[config.mk]
export PLATFORM = sky130hd
export DESIGN_NAME = qfrm_sqrt_stage
export DESIGN_NICKNAME = d
export VERILOG_FILES = /design/src/design/qfrm_pkg.sv /design/src/design/qfrm_sqrt_stage.sv
export SDC_FILE = /design/constraint.sdc
export NUM_CORES = 1
export LEC_CHECK = 0
export BUFFER_PORTS_ARGS = -buffer_cell sky130_fd_sc_hd__buf_4
export CAP_MARGIN = 25
export CELL_PAD_IN_SITES_DETAIL_PLACEMENT = 1
export CELL_PAD_IN_SITES_GLOBAL_PLACEMENT = 2
export CORE_MARGIN = 2
export CORE_UTILIZATION = 26
export DETAILED_ROUTE_END_ITERATION = 10
export HOLD_SLACK_MARGIN = 0.15
export PLACE_DENSITY_LB_ADDON = 0.12
export SYNTH_ARGS = -nofsm -noshare
export SYNTH_HDL_FRONTEND = slang
export SYNTH_SLANG_ARGS = --single-unit
[constraint.sdc]
create_clock -name clock -period 4.7 [get_ports clock]
set_input_delay 0.235 -clock clock [delete_from_list [all_inputs] [get_ports clock]]
set_output_delay 0.235 -clock clock [all_outputs]
set_load 0.01 [all_outputs]
[src/design/qfrm_pkg.sv]
// Package for the rotation-matrix-to-quaternion pipeline.
// Holds widths, branch codes and the shared stage payload types.
package qfrm_pkg;

   localparam int ElemW   = 16;
   localparam int RadW    = 18;
   localparam int SqArgW  = 30;
   localparam int RootW   = 15;
   localparam int RecipW  = 29;
   localparam int NumW    = 17;
   localparam int SqSteps = 15;
   localparam int DivSteps = 29;
   localparam int DefSqPerStage  = 3;
   localparam int DefDivPerStage = 4;

   typedef enum logic [1:0] {
      BR_TRACE = 2'd0,
      BR_X     = 2'd1,
      BR_Y     = 2'd2,
      BR_Z     = 2'd3
   } branch_type;

   typedef struct packed {
      branch_type                  branch;
      logic signed [NumW-1:0]      num0;
      logic signed [NumW-1:0]      num1;
      logic signed [NumW-1:0]      num2;
   } side_type;

   typedef struct packed {
      logic [SqArgW-1:0] rem;
      logic [RootW-1:0]  root;
   } sq_state_type;

   typedef struct packed {
      logic [RecipW-1:0] rem;
      logic [RecipW-1:0] quo;
      logic [RootW-1:0]  den;
   } div_state_type;

endpackage

[src/design/qfrm_sqrt_stage.sv]
// One pipeline stage of a restoring integer square root, STEPS bits per stage.
// Depends on qfrm_pkg.
module qfrm_sqrt_stage #(
   parameter int FIRST = 0,
   parameter int STEPS = 3
) (
   input  logic                       clock,
   input  logic                       advance,
   input  qfrm_pkg::sq_state_type     st,
   input  qfrm_pkg::side_type         side,
   output qfrm_pkg::sq_state_type     st_ff,
   output qfrm_pkg::side_type         side_ff
);
   import qfrm_pkg::*;

   sq_state_type st_in;
   logic [SqArgW+1:0] trial;
   logic [SqArgW+1:0] part;

   always_comb begin
      st_in = st;
      for (int k = 0; k < STEPS; k++) begin
         if (FIRST + k < SqSteps) begin
            part  = (SqArgW+2)'(st_in.rem >> (2 * (SqSteps - 1 - FIRST - k)));
            trial = (SqArgW+2)'({st_in.root, 2'b01});
            st_in.root = {st_in.root[RootW-2:0], 1'b0};
            if (part >= trial) begin
               st_in.rem = st_in.rem - SqArgW'(trial << (2 * (SqSteps - 1 - FIRST - k)));
               st_in.root[0] = 1'b1;
            end
         end
      end
   end

   always_ff @(posedge clock) begin
      if (advance) begin
         st_ff   <= st_in;
         side_ff <= side;
      end
   end
endmodule

==> reports/results.ini <==
[floorplan]
die_area_sq_um = 15130
start_util_pct = 26.52
die_w_um = 123.0
die_height_um = 123.0
num_rows = 43
coreArea_sq_um = 13880
ios = 198

[grt]
track_usage_pct = 14.81
antenna_found_initial = 0
grt_pass1_wl_um = 16600
grt_max_degree = 60
grt_pass1_vias = 2948
overflow = 0

[power]
leakagePower_nw = 2.782
vdd_drop_max_uv = 153.2
power_density_nw_per_um2 = 313.9

[synth]
synth_edf_count = 98
synth.most_common_cell = edfxtp_1
synth_top_cell_area_share_pct = 79.95
synth_common_cells = edfxtp_1, inv_1, ha_1
synth.distinct_cells = 42
synth_top_area_cell = edfxtp_1
avgSynthCellArea_sq_um = 19.07
synth_ff_type = edfxtp_1
synth_area_sq_um = 3681
seq_area_frac_synth_pct = 79.95
yosysWarnings = 0
synthTopCellsByArea = edfxtp_1, ha_1, mux2_4, inv_1, xnor2_1
synth_fp_nets = 303
async_flop_share_pct = 0
syn_inst = 193
ys_ff_latch = 98

[placement]
dp.cells = 576
routabilityCongestion = 0.7340
io_buffer_count = 197
dpl_cell_area_sq_um = 5418
dp_hpwl_um = 7982

[worst_hold_path]
min_path_type = in2reg

[sta]
rsz0062_at_grt = no
drv_slew = 0
setup_violations = 0
period_needed_ps = 4317
slew_headroom_pct = 47.96
clock.fmax_mhz = 231.6
tightestPinTransition_ps = 780.6
finalCritPeriodShare_pct = 91.85
fin_tns_setup_ps = 0
finalHoldViolations = 0

[worst_setup_path]
worst-path-buf-inv = 3
arrival_ps = 4400
path_delay_family = compound AO/OA/AOI/OAI gates
startpoint = st[5]
worst-path-max-fanout = 6
required_ps = 4780
critPathKind = in2reg
cpPeakStageDelay_ps = 330
crit_slowest_cell = ha_1
crit_path_end_kind = flop
endpoint = st_ff[44]
cp_num_cells = 21
crit_chain = buf_4, nor4_2, and3_1, o311a_2, inv_2, mux2_4, ha_1, and4bb_2, o21a_1, o211a_4, nor2_1, a21oi_2, xnor2_1, ha_1, a21oi_1, inv_1, a21oi_1, a22o_1, o21ai_2, nand2_4, mux2_4
start_kind = input port

[drt]
wl_per_cell_um = 17.11
drt_first_iter_violations = 182
drt_pass1_iterations = 4
vias_per_cell = 4.216
final_antenna_net_count = 0
vias = 2871
wirelength_um = 11660
drc = 0

[layout]
nNetsFinal = 606
n_antenna_cell = 0
stdcell_count = 681
multi_input_area_sq_um = 654.4
postLayoutCellArea_sq_um = 6571
area_growth_pct = 78.52
drive_above_1_share_pct = 47.31
fillers = 1429
seqCellArea_sq_um = 2943

[clock_network]
cts_buffers = 9
cts_sinks = 98
path_clk_slew_ps = 60
h-tree-depth = 3
cts_resized = 0
cts-root-buf = clkbuf_16
cts.path.max_buffers = 2
cts_tree = built

[job]
maxCapViolations = 0

[status]
status = finished, final reports clean

-- cells in the final DEF, fill, tap and decap left out, drive strengths merged, types with 2 or more instances in the layout --
cell / synthesis / final
a21oi: 7 / 7
and3: 3 / 3
buf: 2 / 206
clkbuf: 1 / 11
clkinv: 0 / 3
dlygate4sd3: 0 / 89
edfxtp: 98 / 98
ha: 10 / 10
inv: 13 / 14
mux2: 4 / 4
nand2: 5 / 5
nand3: 4 / 4
nor2: 6 / 6
nor3: 4 / 4
nor4: 5 / 5
o211ai: 2 / 2
o21ai: 5 / 5
or3: 2 / 2
xnor2: 5 / 5
xor2: 2 / 2
-- state kept, by name, summed over array words and instances (netlist names) --
| name | count |
|---|---|
| side_ff | 53 |
| st_ff | 45 |
-- cells by family (layout without fill, tap and decap cells) --
group | after synthesis | count (layout) | synth area share [%]
and+or+nand+nor | 34 | 34 | 6.084
muxes | 5 | 5 | 1.904
DFF | 98 | 98 | 79.95
buffers and inverters | 16 | 324 | 2.277
xor gates and xnor gates | 7 | 7 | 1.870
AOI/OAI and AO/OA | 23 | 23 | 4.521
adders and majority gates | 10 | 10 | 3.399
-- layout make-up --
cell class | count | area share, %
clock buffers | 11 | 3.542
clock inverters | 5 | 0.4570
inverters | 13 | 0.7426
multi-input cells | 79 | 9.958
flip-flops and latches | 98 | 44.78
well taps | 180 | 3.427
repair buffers | 295 | 37.09
-- worst min-delay path by stage --
stage | cells after the start | startpoint | slack (ps) | endpoint
after detailed placement | 1 | st[15] | 410 | st_ff[15]
after global routing | 2 | st[39] | 230 | st_ff[39]
after floorplan | 0 | side[0] | 330 | side_ff[0]
after global placement | 1 | st[21] | 410 | st_ff[21]
final | 2 | st[39] | 230 | st_ff[39]
after CTS | 2 | st[39] | 210 | st_ff[39]
-- through the flow --
step | utilization [%] | total power [mW] | hold WS (ps) | setup slack (ps)
3_3_place_gp | 39.03 | 1.356 | 413.0 | 143.0
2_1_floorplan | - | 1.150 | 333.9 | 301.3
3_5_place_dp | 39.03 | 1.360 | 414.3 | 44.55
6_report | 47.34 | 2.062 | 228.3 | 382.9
4_1_cts | 47.34 | 2.089 | 214.4 | 397.2
5_1_grt | 47.34 | 2.149 | 232.0 | 69.63
-- what timing repair did --
item / CTS / global route
endpoints found under the hold margin: 89 / 0
buffers inserted: 0 / 0
hold buffers: 89 / 0
-- power by group --
part / internal (mW) / leakage (nW) / switching [mW]
logic: 0.201 / 1.70 / 0.144
registers: 1.04 / 0.958 / 0.0193
clock network: 0.357 / 0.127 / 0.302
total: 1.60 / 2.78 / 0.466
-- metal layers --
metal	wire, um	vias to the layer above	part of all wire, %	GRT usage, %
met3	789	10	6.8	3.921
li1	-	1364	-	-
met4	191	0	1.6	4.759
met2	6167	110	53	26.66
met1	4507	1387	39	17.10
met5	0	-	0	0
Note: power is estimated with default switching activity, not from simulation.
