[src/design/qfrm_pkg.sv]
// Package for the rotation-matrix-to-quaternion pipeline.
// Holds widths, branch codes and the shared stage payload types.
package qfrm_pkg;

   localparam int ElemW   = 16;
   localparam int RadW    = 18;
   localparam int SqArgW  = 30;
   localparam int RootW   = 15;
   localparam int RecipW  = 29;
   localparam int NumW    = 17;
   localparam int SqSteps = 15;
   localparam int DivSteps = 29;
   localparam int DefSqPerStage  = 3;
   localparam int DefDivPerStage = 4;

   typedef enum logic [1:0] {
      BR_TRACE = 2'd0,
      BR_X     = 2'd1,
      BR_Y     = 2'd2,
      BR_Z     = 2'd3
   } branch_type;

   typedef struct packed {
      branch_type                  branch;
      logic signed [NumW-1:0]      num0;
      logic signed [NumW-1:0]      num1;
      logic signed [NumW-1:0]      num2;
   } side_type;

   typedef struct packed {
      logic [SqArgW-1:0] rem;
      logic [RootW-1:0]  root;
   } sq_state_type;

   typedef struct packed {
      logic [RecipW-1:0] rem;
      logic [RecipW-1:0] quo;
      logic [RootW-1:0]  den;
   } div_state_type;

endpackage

[src/design/qfrm_scale.sv]
// Scaling stages: numerator times reciprocal, then rounding and saturation.
// Depends on qfrm_pkg.
module qfrm_scale (
   input  logic                         clock,
   input  logic                         advance_mul,
   input  logic                         advance_out,
   input  logic [qfrm_pkg::RecipW-1:0]  recip,
   input  logic [qfrm_pkg::RootW-1:0]   root,
   input  qfrm_pkg::side_type           side,
   output logic [4*16+1:0]              result_ff
);
   import qfrm_pkg::*;

   logic [NumW+RecipW-1:0] prod_ff [3];
   logic [NumW+RecipW-1:0] prod_in [3];
   logic [2:0]             neg_ff, neg_in;
   logic [RootW-1:0]       root_ff;
   branch_type             branch_ff;
   logic [15:0]            comp [3];
   logic [15:0]            rv;
   logic [NumW-1:0]        mag;
   logic [NumW+RecipW-1:0] q;
   logic [4*16+1:0]        result_in;

   always_comb begin
      for (int i = 0; i < 3; i++) begin
         case (i)
            0: mag = side.num0[NumW-1] ? NumW'(-side.num0) : side.num0;
            1: mag = side.num1[NumW-1] ? NumW'(-side.num1) : side.num1;
            default: mag = side.num2[NumW-1] ? NumW'(-side.num2) : side.num2;
         endcase
         prod_in[i] = (NumW+RecipW)'(mag) * (NumW+RecipW)'(recip);
      end
      neg_in = {side.num2[NumW-1], side.num1[NumW-1], side.num0[NumW-1]};
   end

   always_ff @(posedge clock) begin
      if (advance_mul) begin
         prod_ff   <= prod_in;
         neg_ff    <= neg_in;
         root_ff   <= root;
         branch_ff <= side.branch;
      end
   end

   always_comb begin
      for (int i = 0; i < 3; i++) begin
         q = (prod_ff[i] + (NumW+RecipW)'(32768)) >> 16;
         if (neg_ff[i]) begin
            comp[i] = (q >= (NumW+RecipW)'(32768)) ? 16'h8000 : 16'(-q[15:0]);
         end else begin
            comp[i] = (q >= (NumW+RecipW)'(32767)) ? 16'h7fff : q[15:0];
         end
      end
      rv = {1'b0, root_ff};
      case (branch_ff)
         BR_TRACE: result_in = {rv, comp[0], comp[1], comp[2], branch_ff};
         BR_X:     result_in = {comp[0], rv, comp[1], comp[2], branch_ff};
         BR_Y:     result_in = {comp[0], comp[1], rv, comp[2], branch_ff};
         default:  result_in = {comp[0], comp[1], comp[2], rv, branch_ff};
      endcase
   end

   always_ff @(posedge clock) begin
      if (advance_out) begin
         result_ff <= result_in;
      end
   end
endmodule

[config.mk]
export PLATFORM = sky130hd
export DESIGN_NAME = qfrm_scale
export DESIGN_NICKNAME = d
export VERILOG_FILES = /design/src/design/qfrm_pkg.sv /design/src/design/qfrm_scale.sv
export SDC_FILE = /design/constraint.sdc
export NUM_CORES = 2
export LEC_CHECK = 0
export BUFFER_PORTS_ARGS = -buffer_cell sky130_fd_sc_hd__buf_2
export CELL_PAD_IN_SITES_DETAIL_PLACEMENT = 1
export CELL_PAD_IN_SITES_GLOBAL_PLACEMENT = 2
export CORE_MARGIN = 5
export CORE_UTILIZATION = 30
export CTS_BUF_LIST = sky130_fd_sc_hd__clkbuf_8
export DETAILED_ROUTE_END_ITERATION = 8
export GPL_TIMING_DRIVEN = 0
export PLACE_DENSITY = 0.68
export RECOVER_POWER = 100
export SLEW_MARGIN = 40
export SYNTH_ARGS = -nofsm -noshare
export SYNTH_HDL_FRONTEND = slang
export SYNTH_SLANG_ARGS = --single-unit
[constraint.sdc]
create_clock -name clock -period 13.1 [get_ports clock]
set_input_delay 3.93 -clock clock [delete_from_list [all_inputs] [get_ports clock]]
set_output_delay 3.93 -clock clock [all_outputs]
set_load 0.01 [all_outputs]
==> impl_metrics.json <==
{
  "run_status": "complete, but fails checks",
  "violations_in_the_final_reports": "max-capacitance violations, max-slew violations",
  "place_congestion": 0.920,
  "synthDominantAreaCellType": "sky130_fd_sc_hd__fa_1",
  "routed_wirelength_mm": 224,
  "areaGrowthSynthToFinish_pct": 8.08,
  "synth.yosys.warnings": 0,
  "synth.ff_latch_count": 179,
  "row_count": 159,
  "dr_total_vias": 45147,
  "dr.first_iter.drc_count": 2798,
  "fp.coreArea_mm2": 0.188,
  "clock_tree_from_tritoncts": "built",
  "post_synth_inst_count": 6575,
  "max_slew.worst_pin.slew_ns": 3.53,
  "dieArea_mm2": 0.197,
  "gr-usage-all-layers": 0.227,
  "worstSetupEndpointType": "flip-flop",
  "setup_viol": 0,
  "fmax_ghz": 0.0779,
  "clock_tree_root_buffer_cell": "sky130_fd_sc_hd__clkbuf_8",
  "buffer_ports.inserted": 145,
  "sequential_share_of_the_synthesized_area": 0.0950,
  "start_kind": "input pin",
  "commonest_non_fill_non_tap_cell_in_the_layout": "sky130_fd_sc_hd__inv_1",
  "slew_headroom": -1.35,
  "i_o_pin_total": 166,
  "number_of_global_route_vias_before_repair": 49205,
  "vias_per_cell": 4.87,
  "drt-pass1-iter-count": 5,
  "hold_viol_final": 0,
  "crit_start": "side[19]",
  "die_x_um": 444,
  "reg2reg_from": "prod_ff[61]$_DFFE_PP_",
  "yosys-top-cells-area": "sky130_fd_sc_hd__fa_1 43%, sky130_fd_sc_hd__inv_1 11%, sky130_fd_sc_hd__edfxtp_1 9.5%, sky130_fd_sc_hd__ha_1 8.1%, sky130_fd_sc_hd__nand2_1 8.1%",
  "cap_violations": 3,
  "syn_area_per_cell_um2": 8.61,
  "worst_setup_hold_path_clk_slew_ns": 0.09,
  "grt_setup_unrepaired": "true",
  "critPathKind": "input pin to flip-flop",
  "grt_overflow_total": 0,
  "min_period_ns": 12.83,
  "initial_utilization": 0.301,
  "post_route_cells_drive_above_1_share": 0.0425,
  "yosysUniqueCellTypes": 81,
  "mostFrequentLayoutCells": "1648 x sky130_fd_sc_hd__inv_1, 1214 x sky130_fd_sc_hd__nand2_1, 1206 x sky130_fd_sc_hd__fa_1",
  "antenna_violating_nets_post_route": 0,
  "cpPeakStageDelay_ns": 0.82,
  "cts_buffer_depth": 2,
  "critical_path_fanout_max": 10,
  "clock_tree.htree_level_count": 4,
  "post-cts-setup-buffer-count": 0,
  "cts_buffers": 17,
  "reg2regPathDepth": 12,
  "timing.reg2reg.setup_slack_ns": 8.23,
  "report.final.slew_viol_count": 165,
  "postSynth.topFlopCell": "sky130_fd_sc_hd__edfxtp_1",
  "final.period_utilization": 0.980,
  "avgRoutedWirePerCell_um": 24.2,
  "place.detailed.hpwl_mm": 192,
  "post-route-util": 0.326,
  "antenna_found_initial": 38,
  "die-height_um": 444,
  "whs_path_depth": 0,
  "worst_clock_skew_ns": 0.0309,
  "crit_path_frequent_cell": "sky130_fd_sc_hd__fa_1",
  "clock-sinks": 179,
  "grt_max_degree": 67,
  "clk-insertion-delay-late_ns": 0.51,
  "timing.critical_path.required_ns": 13.24,
  "syn-num-nets": 8247,
  "yosysTopAreaCellShare": 0.427,
  "finalNetCount": 8417,
  "detail_route.drc_violations": 0,
  "r2r-end": "result_ff[45]$_DFFE_PP_",
  "number_of_enable_flip_flop_cells_after_synthesis": 179,
  "arrival_ns": 12.97,
  "hold_path.startpoint": "branch_ff[0]$_DFFE_PP_",
  "synth.cell_area_mm2": 0.0566,
  "timing.hold.worst_endpoint": "result_ff[0]$_DFFE_PP_",
  "cpMaxStageDelayCell": "sky130_fd_sc_hd__xor2_1",
  "grt_pass1_wl_mm": 332,
  "min-delay-path-class": "flip-flop to flip-flop",
  "async_flop_share": 0
}
==> cells in the mapped netlist (14+ instances only) <==
cell	instances
sky130_fd_sc_hd__and2_1	427
sky130_fd_sc_hd__a31oi_1	20
sky130_fd_sc_hd__or3_1	16
sky130_fd_sc_hd__o21a_1	17
sky130_fd_sc_hd__edfxtp_1	179
sky130_fd_sc_hd__nor3_1	47
sky130_fd_sc_hd__o21ai_0	96
sky130_fd_sc_hd__nor2_1	135
sky130_fd_sc_hd__and3_1	40
sky130_fd_sc_hd__nor4_1	14
sky130_fd_sc_hd__clkbuf_1	348
sky130_fd_sc_hd__nand3_1	84
sky130_fd_sc_hd__nand4_1	36
sky130_fd_sc_hd__a21o_1	47
sky130_fd_sc_hd__nand2b_1	16
sky130_fd_sc_hd__xnor2_1	131
sky130_fd_sc_hd__fa_1	1206
sky130_fd_sc_hd__a21oi_1	134
sky130_fd_sc_hd__o31ai_1	18
sky130_fd_sc_hd__inv_1	1648
sky130_fd_sc_hd__xor2_1	68
sky130_fd_sc_hd__nand2_1	1214
sky130_fd_sc_hd__a211oi_1	16
sky130_fd_sc_hd__nor2b_1	16
sky130_fd_sc_hd__and4_1	16
sky130_fd_sc_hd__mux2i_1	14
sky130_fd_sc_hd__ha_1	366
==> sequential cells by signal, indices dropped and copies added (netlist names) <==
signal     flops
branch_ff      2
neg_ff         3
prod_ff       93
result_ff     66
root_ff       15
==> routing by layer <==
| metal | global-route usage | wire, um |
|---|---|---|
| met1 | 0.309 | 99700 |
| met2 | 0.380 | 106000 |
| met3 | 0.0238 | 11000 |
| met4 | 0.0751 | 8140 |
| met5 | 0 | 65 |
==> worst max-delay path by stage <==
stage                             to  slack (ns)
6_report       prod_ff[76]$_DFFE_PP_        0.27
5_1_grt        prod_ff[80]$_DFFE_PP_      -0.004
4_1_cts        prod_ff[80]$_DFFE_PP_        0.02
3_5_place_dp   prod_ff[79]$_DFFE_PP_       -1.18
3_3_place_gp   prod_ff[78]$_DFFE_PP_       -1.58
2_1_floorplan  prod_ff[45]$_DFFE_PP_        1.59
==> area by class of cell <==
class | count | area, um2
Fill cell | 22424 | 127000
Multi-Input combinational cell | 4379 | 43700
Inverter | 1649 | 6190
Sequential cell | 179 | 5380
Tap cell | 2495 | 3120
Buffer | 366 | 1550
Timing Repair Buffer | 153 | 754
Clock buffer | 17 | 234
Clock inverter | 15 | 190
Antenna cell | 17 | 42.5
==> repair_timing <==
item,in CTS,in global routing
gates resized for setup,10,29
setup endpoints to repair,11,17
hold buffers,0,0
gates cloned,0,0
==> worst max-delay path: cells and delay by family <==
family	cells	cell delay [ns]
buffers and inverters	6	1.27
AOI/OAI and AO/OA	8	2.10
xor gates and xnor gates	2	1.01
adders and majority gates	7	3.42
and+or+nand+nor	6	1.22
==> metrics by stage <==
stage | hold WS (ns) | cells | cell area [um2] | setup WS (ns) | TNS, ns
6_report | 0.540 | 9270 | 61200 | 0.266 | 0
5_1_grt | 0.555 | 9256 | 61100 | -0.00388 | -0.00388
4_1_cts | 0.540 | 9252 | 61300 | 0.0196 | 0
3_5_place_dp | 0.507 | 9222 | 60800 | -1.18 | -18.07
3_3_place_gp | 0.517 | 9215 | 60500 | -1.58 | -37.72
2_1_floorplan | 0.454 | 6575 | 56600 | 1.59 | 0
==> logic make-up (layout without fill, tap and decap cells) <==
group,Yosys count,in the layout,synth area share
xor+xnor,199,199,0.0308
flops,179,179,0.0950
simple gates,2099,2099,0.172
buf+inv,2017,2200,0.134
fa+ha+maj,1572,1572,0.507
mux,23,23,0.00427
compound gates,486,486,0.0563
other cells,0,17,0
Power is not shown: default switching activity piles up to over one toggle a cycle in this logic, so the estimate is an artifact.
