<file path="src/design/qfrm_pkg.sv">
// Package for the rotation-matrix-to-quaternion pipeline.
// Holds widths, branch codes and the shared stage payload types.
package qfrm_pkg;

   localparam int ElemW   = 16;
   localparam int RadW    = 18;
   localparam int SqArgW  = 30;
   localparam int RootW   = 15;
   localparam int RecipW  = 29;
   localparam int NumW    = 17;
   localparam int SqSteps = 15;
   localparam int DivSteps = 29;
   localparam int DefSqPerStage  = 3;
   localparam int DefDivPerStage = 4;

   typedef enum logic [1:0] {
      BR_TRACE = 2'd0,
      BR_X     = 2'd1,
      BR_Y     = 2'd2,
      BR_Z     = 2'd3
   } branch_type;

   typedef struct packed {
      branch_type                  branch;
      logic signed [NumW-1:0]      num0;
      logic signed [NumW-1:0]      num1;
      logic signed [NumW-1:0]      num2;
   } side_type;

   typedef struct packed {
      logic [SqArgW-1:0] rem;
      logic [RootW-1:0]  root;
   } sq_state_type;

   typedef struct packed {
      logic [RecipW-1:0] rem;
      logic [RecipW-1:0] quo;
      logic [RootW-1:0]  den;
   } div_state_type;

endpackage

</file>
<file path="src/design/qfrm_div_stage.sv">
// One pipeline stage of a restoring divide of 2^28 by the root, STEPS bits per stage.
// Depends on qfrm_pkg.
module qfrm_div_stage #(
   parameter int FIRST = 0,
   parameter int STEPS = 4
) (
   input  logic                       clock,
   input  logic                       advance,
   input  qfrm_pkg::div_state_type    st,
   input  qfrm_pkg::side_type         side,
   output qfrm_pkg::div_state_type    st_ff,
   output qfrm_pkg::side_type         side_ff
);
   import qfrm_pkg::*;

   div_state_type st_in;
   logic [RecipW:0] sh;

   always_comb begin
      st_in = st;
      for (int k = 0; k < STEPS; k++) begin
         if (FIRST + k < DivSteps) begin
            sh = {st_in.rem, (FIRST + k == 0) ? 1'b1 : 1'b0};
            st_in.quo = {st_in.quo[RecipW-2:0], 1'b0};
            if (sh >= (RecipW+1)'(st_in.den)) begin
               sh = sh - (RecipW+1)'(st_in.den);
               st_in.quo[0] = 1'b1;
            end
            st_in.rem = sh[RecipW-1:0];
         end
      end
   end

   always_ff @(posedge clock) begin
      if (advance) begin
         st_ff   <= st_in;
         side_ff <= side;
      end
   end
endmodule

</file>
<file path="config.mk">
export PLATFORM = sky130hd
export DESIGN_NAME = qfrm_div_stage
export DESIGN_NICKNAME = d
export VERILOG_FILES = /design/src/design/qfrm_pkg.sv /design/src/design/qfrm_div_stage.sv
export SDC_FILE = /design/constraint.sdc
export NUM_CORES = 1
export LEC_CHECK = 0
export ABC_AREA = 0
export BUFFER_PORTS_ARGS = -buffer_cell sky130_fd_sc_hd__buf_2
export CAP_MARGIN = 20
export CORE_AREA = 2 2 140 142
export DETAILED_ROUTE_END_ITERATION = 6
export DIE_AREA = 0 0 142 144
export PLACE_DENSITY = 0.85
export SLEW_MARGIN = 20
export SYNTH_ARGS = -nofsm -noshare
export SYNTH_HDL_FRONTEND = slang
export SYNTH_SLANG_ARGS = --single-unit
</file>
<file path="constraint.sdc">
create_clock -name clock -period 12.55 [get_ports clock]
set_input_delay 0.6275 -clock clock [delete_from_list [all_inputs] [get_ports clock]]
set_output_delay 0.6275 -clock clock [all_outputs]
set_load 0.01 [all_outputs]
</file>
==> results of run 1 <==
kinds of logic after synthesis:
family	count (synthesis)	synth area share (%)
flops	126	41.1
xor+xnor	68	6.56
compound gates	270	19.6
fa+ha+maj	57	7.84
mux	22	2.71
buf+inv	60	2.65
simple gates	346	19.5
registers in the layout, indices dropped and copies added, names as in the netlist:
register  flops
st_ff        73
side_ff      53
power groups by stage:
stage	clock (mW)	sequential, mW	combinational (mW)
floorplan	0	0.619	0.726
global placement	0	0.582	0.982
detailed placement	0	0.583	1.01
CTS	0.474	0.575	1.02
global route	0.491	0.581	1.15
finish	0.465	0.574	1.04
area by class of cell:
class / instances / area, um^2
inverter: 39 / 149
clock inverter: 15 / 139
timing repair buffer: 272 / 1420
sequential: 126 / 3780
multi-input combinational: 763 / 5180
fill: 1612 / 7680
clock buffer: 17 / 425
tap: 238 / 298
worst paths after layout:
| kind | to | slack, ns | cells past startpoint | from |
|---|---|---|---|---|
| max | st_ff[48]$_DFFE_PP_ | 0.79 | 54 | st[14] |
| min | st_ff[19]$_DFFE_PP_ | 0.39 | 1 | st[15] |
per-stage QoR:
stage          worst slack [ns]  std cells  area (um^2)  hold slack, ns  util, %
2_1_floorplan             0.467        949         9200           0.726        -
3_5_place_dp              0.237       1435        10800           0.806     56.6
4_1_cts                   0.566       1467        11400           0.379     59.5
6_report                  0.786       1470        11400           0.390     59.7
3_3_place_gp              0.386       1435        10800           0.804     56.6
5_1_grt                  0.0809       1470        11400           0.375     59.7
layer usage:
metal	wire (um)	GRT usage [%]	vias up
met4	505	7.79	0
met1	10300	29.0	3964
met5	0	0	-
li1	-	-	4145
met3	1520	3.61	34
met2	12600	43.1	361
cells in the mapped netlist (3+ instances only):
cell and n:
a311oi_1 3, a21boi_0 7, buf_2 6, ha_1 56, xor2_1 30, inv_1 35
xnor2_1 37, o21ai_0 51, or4_1 3, o22ai_1 6, nor3b_1 3, nand2_1 80
edfxtp_1 126, o31ai_1 9, clkbuf_1 7, nor2_1 93, nand4_1 9, nor3_1 30
a41oi_1 5, or2_2 4, a21o_1 21, nand2b_1 15, inv_2 4, a221oi_1 3
a211oi_1 9, nor4_1 10, and3_1 6, nand3_1 28, buf_1 6, and2_1 17
mux2_1 6, a31o_2 3, a21oi_1 83, a31oi_1 11, nor2_4 3, mux2i_1 11
nand3b_1 5, nor2b_1 11, or3_1 6, o21bai_1 11, mux2_2 3, o211ai_1 11
cells in the final DEF, fill, tap and decap left out, types with 5 or more instances in the layout:
cell	n
buf_2	248
nand3_1	28
o31ai_1	8
ha_1	56
clkbuf_16	17
mux2i_1	11
or3_1	6
a31oi_1	11
o21bai_1	11
edfxtp_1	126
nand3b_1	5
nor4_1	10
nor2b_1	11
mux2_1	6
o21ai_0	51
nor2_1	92
a21boi_0	7
xnor2_1	37
inv_1	35
and3_1	6
o211ai_1	11
a211oi_1	9
buf_4	24
o22ai_1	6
nor3_1	30
inv_6	6
a21oi_1	83
nand2b_1	15
nand4_1	9
a21o_1	21
nand2_1	80
xor2_1	30
and2_1	17
inv_8	5
a41oi_1	5
what timing repair did:
item / 4_1_cts / 5_1_grt
hold buffers: 0 / 0
buffers inserted: 0 / 3
resized for setup: 0 / 5
setup endpoints to repair: 0 / 24
==> results.md, run 1 <==
* Final Critical Period at 11.76 ns
* Worst EP arrival at 11.91 ns
* Core Region at between 15000 and 20000 um^2
* Post-DP HPWL at 19.9 mm
* Register area share after synthesis at 41.1%
* Sw power at 809 uW
* RSZ-0062 raised after global routing: false
* Cell variety after synth at 95
* Fin. Hold Viols at 0
* Vias at roughly 8500
* Num rows at 51
* Clock Tree Buf Depth at 2
* CP bufs+invs at 6
* Average size of a mapped cell at 9.69 um^2
* First-pass GRT wire length at 39.0 mm
* Layout cell share with drive strength beyond 1 at 28.2%
* Switching share of total power at 38.9%
* Leading area contributor after synthesis: edfxtp_1
* Inserted Diodes at 0
* Worst path required time at ~13 ns
* Synth top area share at 41.1%
* Initial drt markers at 631
* H-tree depth at 4
* Worst IR Drop VDD at ~0.00010 V
* EDFF count, synth at 126
* Area grow syn2layout at 23.9%
* Crit Path Category: in -> reg
* Grt ovf at 0
* Comb power frac at 50.0%
* Num CTS Buffers at 17
* Clock sinks at 126
* Tcrit/Tclk final at 93.7%
* Remaining antenna violation count after routing at 0
* Worst slew margin at between 30% and 40%
* GRT Overall Usage at 23.8%
* Most area-consuming cells after synthesis: edfxtp_1, ha_1, a21oi_1, nor2_1, xnor2_1
* Syn Nets at 1134
* Die Width at 142 um
* Hold crit path type: in -> reg
* Nets@finish at 1404
* Wire length after detailed routing at 24.9 mm
* Vias in the first global route at 7816
* CTS root buf: clkbuf_16
* Gate count after technology mapping at approximately 950
* CTS tree: done
* Crit path max-delay family: compound AO/OA/AOI/OAI gates
* Fmax at 85.0 MHz
* Largest net degree at the start of global routing at between 70 and 80
* Clock power share at 22.3%
* Initial antenna violation count at 0
* Post-synth ARST share at 0%
* Die Y at 144 um
* Number of max-cap violations at 0
* Int Power at 1.27 mW
* Pleak at 4.80 nW
* Die Area at 20400 um^2
* CP Max Fanout at 16
* Setup TNS at 0 ns
* Overall Power at about 2.1 mW
* Worst Setup Start Kind: primary input
* Slowest Stage Delay on Critical Path at 0.45 ns
* Power density cells at 183 nW/um^2
* Most used cell, CP: a21o_1
* GP Congestion at 0.943
* Fin. max-slew vios at 0
* Status: finished, final reports clean
* CP max stage cell: or4b_1
* # port buffers at 249
* Sequential Power Share at between 20% and 30%
* Number of synthesized register bits at 126
* Worst Tran Pin Value at 0.903 ns
* First-pass DRT Iterations at 6
* DR WL/cell at 17.0 um
* DRC viols at 0
* Initial Util at 48.2%
* Synth Cell Area at 9200 um^2
* CTS clk-pin slew, worst paths at 0.07 ns
* Via/cell ratio at 5.79
* Boundary Pins at between 200 and 300
* Dominant synthesized flop cell: edfxtp_1
* Crit. End Element: flip-flop
* Setup violators final at 0
* Yosys warning total at 0
Power figures use the tool's default switching activity.
==> run 2, diff against run 1 <==
RECOVER_POWER = 25   (was unset)
==> results.md, run 2 (synthesis gave the netlist of run 1 again) <==
* Clock sinks at 126
* Clock Tree Buf Depth at 2
* Largest net degree at the start of global routing at 77
* Fin. max-slew vios at between 50 and 60
* Failing checks: max-capacitance violations, max-slew violations
* Area grow syn2layout at 23.7%
* Vias at 8490
* Die Width at 142 um
* Final Critical Period at 11.77 ns
* Crit. End Element: flip-flop
* Most used cell, CP: a21o_1
* Post-DP HPWL at between 15 and 20 mm
* # port buffers at 249
* Leading cell types in the layout, fill and taps excluded: buf_2, edfxtp_1, nor2_1
* Layout cell share with drive strength beyond 1 at 27.0%
* Multi-input gate area at 5180 um^2
* CTS clk-pin slew, worst paths at about 0.070 ns
* Boundary Pins at 254
* Max reg flops at 73
* CTS root buf: clkbuf_16
* Reg area at 3780 um^2
* Num rows at 51
* Reg with most FFs: st_ff
* Fillers at 1620
* Final setup margin at around 0.78 ns
* First-pass DRT Iterations at 5
* Commonest non-fill, non-tap cell in the layout: buf_2
* Nets@finish at 1404
* Hold crit path type: in -> reg
* Worst IR Drop VDD at ~0.00010 V
* Initial Util at 48.2%
* Worst EP arrival at 11.92 ns
* GRT Overall Usage at between 20% and 30%
* Grt ovf at 0
* Post-Route Utilization at between 50% and 60%
* Worst slew margin at -81.5%
* Inserted Diodes at 0
* H-tree depth at 4
* Worst Tran Pin Value at 2.72 ns
* GP Congestion at 0.943
* Worst Setup Start Kind: primary input
* Wire length after detailed routing at about 25 mm
* Number of max-cap violations at 1
* Remaining antenna violation count after routing at 0
* DR WL/cell at 17.0 um
* Die Area at 20400 um^2
* Fin. Hold Viols at 0
* Setup TNS at 0 ns
* First-pass GRT wire length at 39.0 mm
* Crit Path Category: in -> reg
* CTS tree: done
* Setup Slack @ Placement at 0.237 ns
* Slowest Stage Delay on Critical Path at 0.45 ns
* DRC viols at 0
* CP Max Fanout at 16
* Initial drt markers at about 720
* Overall Power at ~2.1 mW
* CP max stage cell: or4b_1
* Pleak at 4.76 nW
* Worst path required time at 12.70 ns
* Die Y at between 100 and 150 um
* Core Region at 19100 um^2
* Initial antenna violation count at 0
* Biggest regs: st_ff x73, side_ff x53
* Tcrit/Tclk final at 93.8%
* Num CTS Buffers at 17
* Via/cell ratio at 5.78
* Status: finished with violations
* Fmax at 85.0 MHz
* Power density cells at 183 nW/um^2
* Setup violators final at 0
* Vias in the first global route at 7816
* RSZ-0062 raised after global routing: false
run 2: cell count changes in the layout (fill, tap and decap cells not counted):
| cell | delta |
|---|---|
| buf_2 | -13 |
| clkbuf_1 | +13 |
| buf_1 | +1 |
| buf_4 | -1 |
run 2: critical path, delay by kind of cell:
kind                       cells  cell delay [ns]
and+or+nand+nor               18             3.61
muxes                          1             0.36
buffers and inverters          6             0.71
AOI/OAI and AO/OA             25             5.45
adders and majority gates      4             1.16
run 2: power by group:
group / switching, mW / total, mW / internal, mW / leakage, nW
registers: 0.0123 / 0.575 / 0.563 / 1.23
clock network: 0.202 / 0.465 / 0.263 / 0.279
logic: 0.595 / 1.04 / 0.445 / 3.25
run 2: cell type report:
type	instances	area share, %
Sequential cell	126	33.3
Timing Repair Buffer	272	12.3
Clock buffer	17	3.74
Clock inverter	15	1.22
Inverter	39	1.31
Multi-Input combinational cell	763	45.5
Tap cell	238	2.62
run 2: path summary, 6_finish.rpt:
check                 cells after the start  slack (ns)    from             endpoint
worst max-delay path                     54        0.78  st[14]  st_ff[48]$_DFFE_PP_
worst min-delay path                      1        0.39  st[15]  st_ff[19]$_DFFE_PP_
run 2: through the flow:
stage / instance area, um^2 / hold WS, ns / instances
4_1_cts: 11400 / 0.379 / 1467
3_3_place_gp: 10800 / 0.804 / 1435
5_1_grt: 11400 / 0.375 / 1470
6_report: 11400 / 0.389 / 1470
3_5_place_dp: 10800 / 0.806 / 1435
2_1_floorplan: 9200 / 0.726 / 949
run 2: layer usage:
metal / global-route usage, % / routed length [um] / up-vias
met5: 0 / 0 / -
met4: 7.79 / 592 / 0
met3: 3.61 / 1510 / 44
met2: 43.1 / 12600 / 344
met1: 29.0 / 10300 / 3967
li1: - / - / 4135
run 2: what timing repair did:
item | 4_1_cts | 5_1_grt
setup endpoints to repair | 0 | 24
hold buffers | 0 | 0
gates resized for setup | 0 | 5
setup buffers | 0 | 3
hold endpoints to repair | 0 | 0
