[src/design/qfrm_pkg.sv]
// Package for the rotation-matrix-to-quaternion pipeline.
// Holds widths, branch codes and the shared stage payload types.
package qfrm_pkg;

   localparam int ElemW   = 16;
   localparam int RadW    = 18;
   localparam int SqArgW  = 30;
   localparam int RootW   = 15;
   localparam int RecipW  = 29;
   localparam int NumW    = 17;
   localparam int SqSteps = 15;
   localparam int DivSteps = 29;
   localparam int DefSqPerStage  = 3;
   localparam int DefDivPerStage = 4;

   typedef enum logic [1:0] {
      BR_TRACE = 2'd0,
      BR_X     = 2'd1,
      BR_Y     = 2'd2,
      BR_Z     = 2'd3
   } branch_type;

   typedef struct packed {
      branch_type                  branch;
      logic signed [NumW-1:0]      num0;
      logic signed [NumW-1:0]      num1;
      logic signed [NumW-1:0]      num2;
   } side_type;

   typedef struct packed {
      logic [SqArgW-1:0] rem;
      logic [RootW-1:0]  root;
   } sq_state_type;

   typedef struct packed {
      logic [RecipW-1:0] rem;
      logic [RecipW-1:0] quo;
      logic [RootW-1:0]  den;
   } div_state_type;

endpackage

[src/design/qfrm_front.sv]
// Front stage: branch choice, radicand and numerators, registered.
// Depends on qfrm_pkg.
module qfrm_front (
   input  logic                                clock,
   input  logic                                advance,
   input  logic signed [qfrm_pkg::ElemW-1:0]   e [9],
   output logic [qfrm_pkg::SqArgW-1:0]         sq_arg_ff,
   output qfrm_pkg::side_type                  side_ff
);
   import qfrm_pkg::*;

   logic signed [RadW-1:0] e00, e11, e22, trace, rad;
   logic [SqArgW-1:0]      sq_arg_in;
   side_type               side_in;

   always_comb begin
      e00 = RadW'(e[0]);
      e11 = RadW'(e[4]);
      e22 = RadW'(e[8]);
      trace = e00 + e11 + e22;
      if (trace > 0) begin
         side_in.branch = BR_TRACE;
         rad = trace;
         side_in.num0 = NumW'(e[5]) - NumW'(e[7]);
         side_in.num1 = NumW'(e[6]) - NumW'(e[2]);
         side_in.num2 = NumW'(e[1]) - NumW'(e[3]);
      end else if (e00 > e11 && e00 > e22) begin
         side_in.branch = BR_X;
         rad = e00 - e11 - e22;
         side_in.num0 = NumW'(e[5]) - NumW'(e[7]);
         side_in.num1 = NumW'(e[1]) + NumW'(e[3]);
         side_in.num2 = NumW'(e[2]) + NumW'(e[6]);
      end else if (e11 > e22) begin
         side_in.branch = BR_Y;
         rad = e11 - e00 - e22;
         side_in.num0 = NumW'(e[6]) - NumW'(e[2]);
         side_in.num1 = NumW'(e[1]) + NumW'(e[3]);
         side_in.num2 = NumW'(e[5]) + NumW'(e[7]);
      end else begin
         side_in.branch = BR_Z;
         rad = e22 - e00 - e11;
         side_in.num0 = NumW'(e[1]) - NumW'(e[3]);
         side_in.num1 = NumW'(e[2]) + NumW'(e[6]);
         side_in.num2 = NumW'(e[5]) + NumW'(e[7]);
      end
      rad = rad + RadW'(16384);
      if (rad < 0) begin
         sq_arg_in = '0;
      end else begin
         sq_arg_in = {rad[17:0], 12'b0};
      end
   end

   always_ff @(posedge clock) begin
      if (advance) begin
         sq_arg_ff <= sq_arg_in;
         side_ff   <= side_in;
      end
   end
endmodule

[config.mk]
export PLATFORM = sky130hd
export DESIGN_NAME = qfrm_front
export DESIGN_NICKNAME = d
export VERILOG_FILES = /design/src/design/qfrm_pkg.sv /design/src/design/qfrm_front.sv
export SDC_FILE = /design/constraint.sdc
export NUM_CORES = 1
export LEC_CHECK = 0
export BUFFER_PORTS_ARGS = -buffer_cell sky130_fd_sc_hd__buf_2
export CAP_MARGIN = 20
export CORE_MARGIN = 4
export CORE_UTILIZATION = 45
export CTS_BUF_LIST = sky130_fd_sc_hd__clkbuf_4 sky130_fd_sc_hd__clkbuf_8 sky130_fd_sc_hd__clkbuf_16
export CTS_CLUSTER_SIZE = 30
export DETAILED_ROUTE_END_ITERATION = 12
export PLACE_DENSITY = 0.68
export SLEW_MARGIN = 40
export SYNTH_ARGS = -nofsm -noshare
export SYNTH_HDL_FRONTEND = slang
export SYNTH_SLANG_ARGS = --single-unit
export TNS_END_PERCENT = 5
[constraint.sdc]
create_clock -name clock -period 5 [get_ports clock]
set_input_delay 0.5 -clock clock [delete_from_list [all_inputs] [get_ports clock]]
set_output_delay 0.5 -clock clock [all_outputs]
set_load 0.1 [all_outputs]
==> results.json, run 1 <==
{
  "outcome": "complete, no violations",
  "io_pins": 229,
  "netlist.top_cell.by_area": "ha_1",
  "cts-htree-levels": 3,
  "clk_path_buf_depth": 2,
  "critPathSlowestCell": "fa_1",
  "async_reset_ff_frac": 0,
  "hpwl_microns": 34100,
  "p_leak_uw": 0.00790,
  "wl_per_cell_microns": 17.4,
  "synth_top_area_frac": 0.226,
  "fin_crit_ns": 4.67,
  "hold_path.class": "input port to flop",
  "maxCapViolations": 0,
  "synth_area_leaders": "ha_1 23%, edfxtp_1 15%, fa_1 9.8%",
  "wl_microns": 40700,
  "placed_cell_area_sq_um": 16100,
  "synthTopCellsByCount": "261 x ha_1, 178 x inv_1, 149 x nor2_1",
  "synth_ff_type": "edfxtp_1",
  "globalplace.congestion": 0.929,
  "arrival_ns": 4.77,
  "cts_hold_buf": 0,
  "clk_pin_slew_ns": 0.06,
  "timing.fmax_mhz": 214,
  "cts_tree": "done",
  "hold_path_end": "side_ff[34]$_DFFE_PP_",
  "worst-path-max-fanout": 7,
  "drtIter0Drc": 816,
  "fin_crit_sh": 0.933,
  "dp.cells": 2323,
  "overflow": 0,
  "final_nets": 2410,
  "area_delta_synth_final_pct": 14.2,
  "syn_inst": 1717,
  "vias": 12800,
  "fillers": 2994,
  "final_antenna_net_count": 0,
  "cts_resized": 0,
  "synth_edf_count": 71,
  "ys_seq_area_frac": 0.148,
  "cp.required_ns": 5.10,
  "worstSetupEndpointType": "flop",
  "fp.dieW_microns": 187,
  "post-cts-setup-buffers": 0,
  "start_util": 0.457,
  "cts-root-buf": "clkbuf_16",
  "critPathMaxStageDelay_ns": 0.60,
  "cp_num_buf_inv": 3,
  "fp.dieH_microns": 187,
  "hold_depth": 3,
  "grt_max_degree": 72,
  "ys_types": 80,
  "hold_viol": 0,
  "first_pass_iters": 6,
  "syn_area_sq_um": 14500,
  "yosys_warnings": 0,
  "finalSetupViolations": 0,
  "drc": 0,
  "p_per_area_nw_per_um2": 364,
  "worst_slew_pin_slew_ns": 0.855,
  "final_area_sq_um": 16500,
  "worstSetupPathType": "input port to flop",
  "fin_cells": 2341,
  "row_count": 65,
  "relSlewSlack": 0.422,
  "startpoint_type": "input port",
  "yosysMostFrequentCell": "ha_1",
  "drive_gt1_frac": 0.163,
  "die_area_sq_um": 35000,
  "numCtsBuffers": 9,
  "grt_util_all_layers": 0.225,
  "finalPower_uw": 6000,
  "syn_area_per_cell_sq_um": 8.42,
  "vdd_drop_max_mv": 0.341,
  "ys_ff_latch": 71,
  "design.core.area_sq_um": 31600,
  "path_cells": "buf_2 > fa_1 > ha_1 > nand3_1 > a211o_1 > a21oi_1 > nor4_1 > or3b_2 > a211o_1 > and4bb_2 > o21ai_2 > nor4_4 > mux2i_2 > buf_4 > nor3_1 > buf_4",
  "port-buffer-count": 216,
  "cts.sinks": 71,
  "min_from": "e[16]",
  "grt_pass1_wl_microns": 65000,
  "slew_violations": 0,
  "cp_top_family": "simple AND/OR/NAND/NOR gates",
  "rsz0062_at_grt": "no",
  "grt_pass1_vias": 12700,
  "vias_per_cell": 5.48,
  "antenna_found_initial": 2
}
## metal layers
metal  vias up  GRT usage  routed length, microns  part of all wire
met5         -          0                       0                 0
met4         0     0.0569                     912             0.022
met3        49     0.0213                    2100             0.052
met2       402      0.386                   19200              0.47
met1      6025      0.307                   18500              0.45
li1       6362          -                       -                 -
## where the power goes
| group | total (uW) | leakage (uW) | switching [uW] | internal [uW] |
|---|---|---|---|---|
| clock | 759 | 0.000171 | 262 | 497 |
| sequential | 1020 | 0.000692 | 95.5 | 924 |
| combinational | 4220 | 0.00704 | 2960 | 1260 |
| total | 6000 | 0.00790 | 3320 | 2680 |
## per-stage QoR
stage	util	setup TNS, ns	hold WS, ns	setup slack (ns)
4_1_cts	0.521	0	0.632	0.251
2_1_floorplan	-	0	0.612	0.266
5_1_grt	0.522	0	0.678	0.0930
3_3_place_gp	0.510	0	0.987	0.0438
3_5_place_dp	0.510	-0.682	0.995	-0.0660
6_report	0.522	0	0.641	0.333
## flip-flops by register name, summed over array words and instances (netlist names)
signal	cells
sq_arg_ff	18
side_ff	53
## area by class of cell
type,instances,area [sq um],share of cell area
multi-input cells,1412,11400,0.691
flip-flops and latches,71,2130,0.129
repair buffers,260,1440,0.0874
inverters,178,668,0.0405
well taps,402,503,0.0305
clock buffers,10,233,0.0141
clock inverters,6,116,0.00705
diodes,2,5.00,0.000303
## cell usage in the layout (no fill, tap or decap), types with 7 or more instances in the layout
master     netlist  routed
a221oi_1         7       7
xnor2_1         84      84
o31ai_1         10      10
o21bai_1        20      19
a211o_1          7       7
nand3_1         24      24
inv_1          178     178
nor4_1          16      16
and2_1           8       8
mux2_2          13      13
nand2_1        102     101
o211ai_1         7       7
ha_1           261     261
nor3_1          47      47
nor2_1         149     149
and3_1           9       9
nor2b_1         35      35
nand2b_1        20      20
clkbuf_16        0       9
fa_1            71      71
nor3b_1          7       7
mux2i_1         29      29
buf_4           15      42
o21a_1           9       9
a21oi_1        124     124
o21ai_0        104     104
a21o_1          25      25
conb_1           1      13
a31oi_1         15      15
or2_2            9       9
or3_1           13      13
xor2_1          48      48
edfxtp_1        71      71
a211oi_1        21      21
buf_2            4     215
o41ai_1          9       9
## worst max path at each step
stage,from,endpoint,cells past startpoint
3_3_place_gp,e[3],sq_arg_ff[23]$_SDFFCE_PP0P_,19
2_1_floorplan,e[4],sq_arg_ff[27]$_SDFFCE_PP0P_,17
3_5_place_dp,e[131],sq_arg_ff[24]$_SDFFCE_PP0P_,19
5_1_grt,e[0],sq_arg_ff[23]$_SDFFCE_PP0P_,19
6_report,e[9],sq_arg_ff[23]$_SDFFCE_PP0P_,16
4_1_cts,e[131],sq_arg_ff[23]$_SDFFCE_PP0P_,19
## cell families (layout without fill, tap and decap cells)
group | Yosys count | in the layout | share of synthesized area
other | 1 | 15 | 0.000259
AND/OR/NAND/NOR | 458 | 458 | 0.153
flip-flops | 71 | 71 | 0.148
AO/OA/AOI/OAI | 434 | 434 | 0.196
adder cells (fa/ha/maj) | 332 | 332 | 0.324
buffers and inverters | 246 | 454 | 0.0682
XOR/XNOR | 132 | 132 | 0.0800
multiplexers | 43 | 43 | 0.0312
(Power assumes the default switching activity.)
==> run 2: changes to the inputs <==
--- a/config.mk
+++ b/config.mk
@@ -5,13 +5,14 @@
 export SDC_FILE = /design/constraint.sdc
 export NUM_CORES = 1
 export LEC_CHECK = 0
-export BUFFER_PORTS_ARGS = -buffer_cell sky130_fd_sc_hd__buf_2
+export BUFFER_PORTS_ARGS = -buffer_cell sky130_fd_sc_hd__buf_4
 export CAP_MARGIN = 20
 export CORE_MARGIN = 4
 export CORE_UTILIZATION = 45
 export CTS_BUF_LIST = sky130_fd_sc_hd__clkbuf_4 sky130_fd_sc_hd__clkbuf_8 sky130_fd_sc_hd__clkbuf_16
 export CTS_CLUSTER_SIZE = 30
 export DETAILED_ROUTE_END_ITERATION = 12
+export GPL_TIMING_DRIVEN = 0
 export PLACE_DENSITY = 0.68
 export SLEW_MARGIN = 40
 export SYNTH_ARGS = -nofsm -noshare
==> run 2 against run 1 <==
Effect of this change:
- flip-flop and latch count unchanged
- critical path depth is 2 lower
- final area increased by 3.5%
- core utilization is 1.8 points higher
- die area stayed put
- fmax decreased by 3.8%
- global-route usage is 0.79 points higher
- critical endpoint is now sq_arg_ff[24]$_SDFFCE_PP0P_
==> results.json, run 2 (synthesis results as in run 1) <==
{
  "timing.fmax_mhz": 206,
  "clk_path_buf_depth": 2,
  "hold_viol": 0,
  "hold_depth": 3,
  "first_pass_iters": 5,
  "fin_crit_sh": 0.970,
  "p_per_area_nw_per_um2": 355,
  "worst-path-max-fanout": 10,
  "pre_cts_ws_ns": -1.18,
  "fin_setup_tns_ns": 0,
  "cts_hold_buf": 0,
  "final_antenna_net_count": 0,
  "hold_path.class": "input port to flop",
  "row_count": 65,
  "finalSetupViolations": 0,
  "slew_violations": 0,
  "worstSetupPathType": "input port to flop",
  "cp.required_ns": 5.05,
  "fp.dieW_microns": 187,
  "mostFrequentLayoutCells": "261 x ha_1, 234 x buf_4, 176 x inv_1",
  "grt_pass1_wl_microns": 66200,
  "port-buffer-count": 216,
  "area_delta_synth_final_pct": 18.1,
  "die_area_sq_um": 35000,
  "cts_tree": "done",
  "drtIter0Drc": 720,
  "cp_num_buf_inv": 4,
  "arrival_ns": 4.90,
  "critPathSlowestCell": "nor4_1",
  "hold_path_end": "side_ff[34]$_DFFE_PP_",
  "fp.dieH_microns": 187,
  "grt_util_all_layers": 0.233,
  "finalPower_uw": 6050,
  "drc": 0,
  "vias_per_cell": 5.50,
  "largest_reg_flops": 53,
  "hpwl_microns": 36000,
  "grt_max_degree": 72,
  "io_pins": 229,
  "cts.sinks": 71,
  "regMostFlops": "side_ff",
  "setup_slack_ns": 0.150,
  "relSlewSlack": 0.441,
  "antenna_found_initial": 3,
  "worstSetupEndpointType": "flop",
  "path_cells": "buf_4 > inv_1 > ha_1 > or3_1 > nor4_1 > o22ai_1 > a211oi_2 > and2_1 > clkbuf_1 > o22ai_1 > or2_0 > mux2i_4 > buf_4 > nor3_1",
  "fin_cells": 2367,
  "globalplace.congestion": 0.920,
  "wl_microns": 42600,
  "numCtsBuffers": 9,
  "cts-htree-levels": 3,
  "overflow": 0,
  "critPathMaxStageDelay_ns": 0.63,
  "fin_crit_ns": 4.85,
  "startpoint_type": "input port",
  "top_regs": "side_ff (53), sq_arg_ff (18)",
  "final_nets": 2436,
  "vias": 13000,
  "drive_gt1_frac": 0.158,
  "dp.cells": 2347,
  "start_util": 0.457,
  "vdd_drop_max_mv": 0.407,
  "cp_top_family": "simple AND/OR/NAND/NOR gates",
  "p_leak_uw": 0.00803,
  "final_common_cell": "ha_1",
  "min_from": "e[16]",
  "design.core.area_sq_um": 31600,
  "grt_pass1_vias": 12900,
  "outcome": "complete, no violations",
  "maxCapViolations": 0,
  "worst_slew_pin_slew_ns": 0.828,
  "cts-root-buf": "clkbuf_16",
  "wl_per_cell_microns": 18.0,
  "clk_pin_slew_ns": 0.05
}
==> run 2: cell count changes in the layout (fill, tap and decap cells not counted), moves of 3 or more <==
cell,before,now
buf_4,42,234
buf_1,0,4
a21oi_2,0,3
buf_2,215,4
a21oi_1,124,121
clkbuf_1,0,38
nor4_1,16,13
clkbuf_2,0,3
==> run 2: worst max-delay path by stage <==
stage	to	cells past startpoint	from	slack, ns
2_1_floorplan	sq_arg_ff[27]$_SDFFCE_PP0P_	17	e[4]	0.27
3_3_place_gp	sq_arg_ff[28]$_SDFFCE_PP0P_	19	e[4]	-1.14
3_5_place_dp	sq_arg_ff[28]$_SDFFCE_PP0P_	19	e[4]	-1.18
4_1_cts	sq_arg_ff[28]$_SDFFCE_PP0P_	19	e[4]	-0.16
5_1_grt	sq_arg_ff[28]$_SDFFCE_PP0P_	21	e[3]	-0.0001
6_report	sq_arg_ff[24]$_SDFFCE_PP0P_	14	e[78]	0.15
==> run 2: stage by stage <==
step	hold WS [ns]	util	cell area [sq um]
after floorplan	0.612	-	14500
after global placement	0.982	0.525	16600
after detailed placement	0.977	0.525	16600
after CTS	0.624	0.537	17000
after global routing	0.653	0.540	17100
final	0.623	0.540	17100
==> run 2: area by class of cell <==
| type | count | area (sq um) |
|---|---|---|
| Antenna cell | 2 | 5.00 |
| Clock inverter | 4 | 46.3 |
| Inverter | 178 | 672 |
| Buffer | 67 | 335 |
| Multi-Input combinational cell | 1412 | 11500 |
| Timing Repair Buffer | 219 | 1650 |
| Sequential cell | 71 | 2130 |
| Clock buffer | 12 | 248 |
| Fill cell | 2931 | 14600 |
| Tap cell | 402 | 503 |
==> run 2: worst min-delay path, stage by stage <==
cell	delay, ns
buf_4	0.09
ha_1	0.14
a21oi_1	0.07
==> run 2: what timing repair did <==
item	4_1_cts	5_1_grt
pin swaps	0	1
setup endpoints to repair	49	30
resized for setup	14	21
setup buffers	0	3
==> run 2: power by group <==
part	switching, uW	leakage (uW)	internal, uW
combinational	3040	0.00719	1360
sequential	93.2	0.000692	923
clock	244	0.000146	400
==> run 2: routing by layer <==
layer  GRT usage  vias to the layer above  wire, microns
li1            -                     6435              -
met2       0.410                      441          20500
met1       0.299                     6069          18300
met4      0.0828                        2           1450
met5           0                        -             13
met3      0.0215                       70           2330
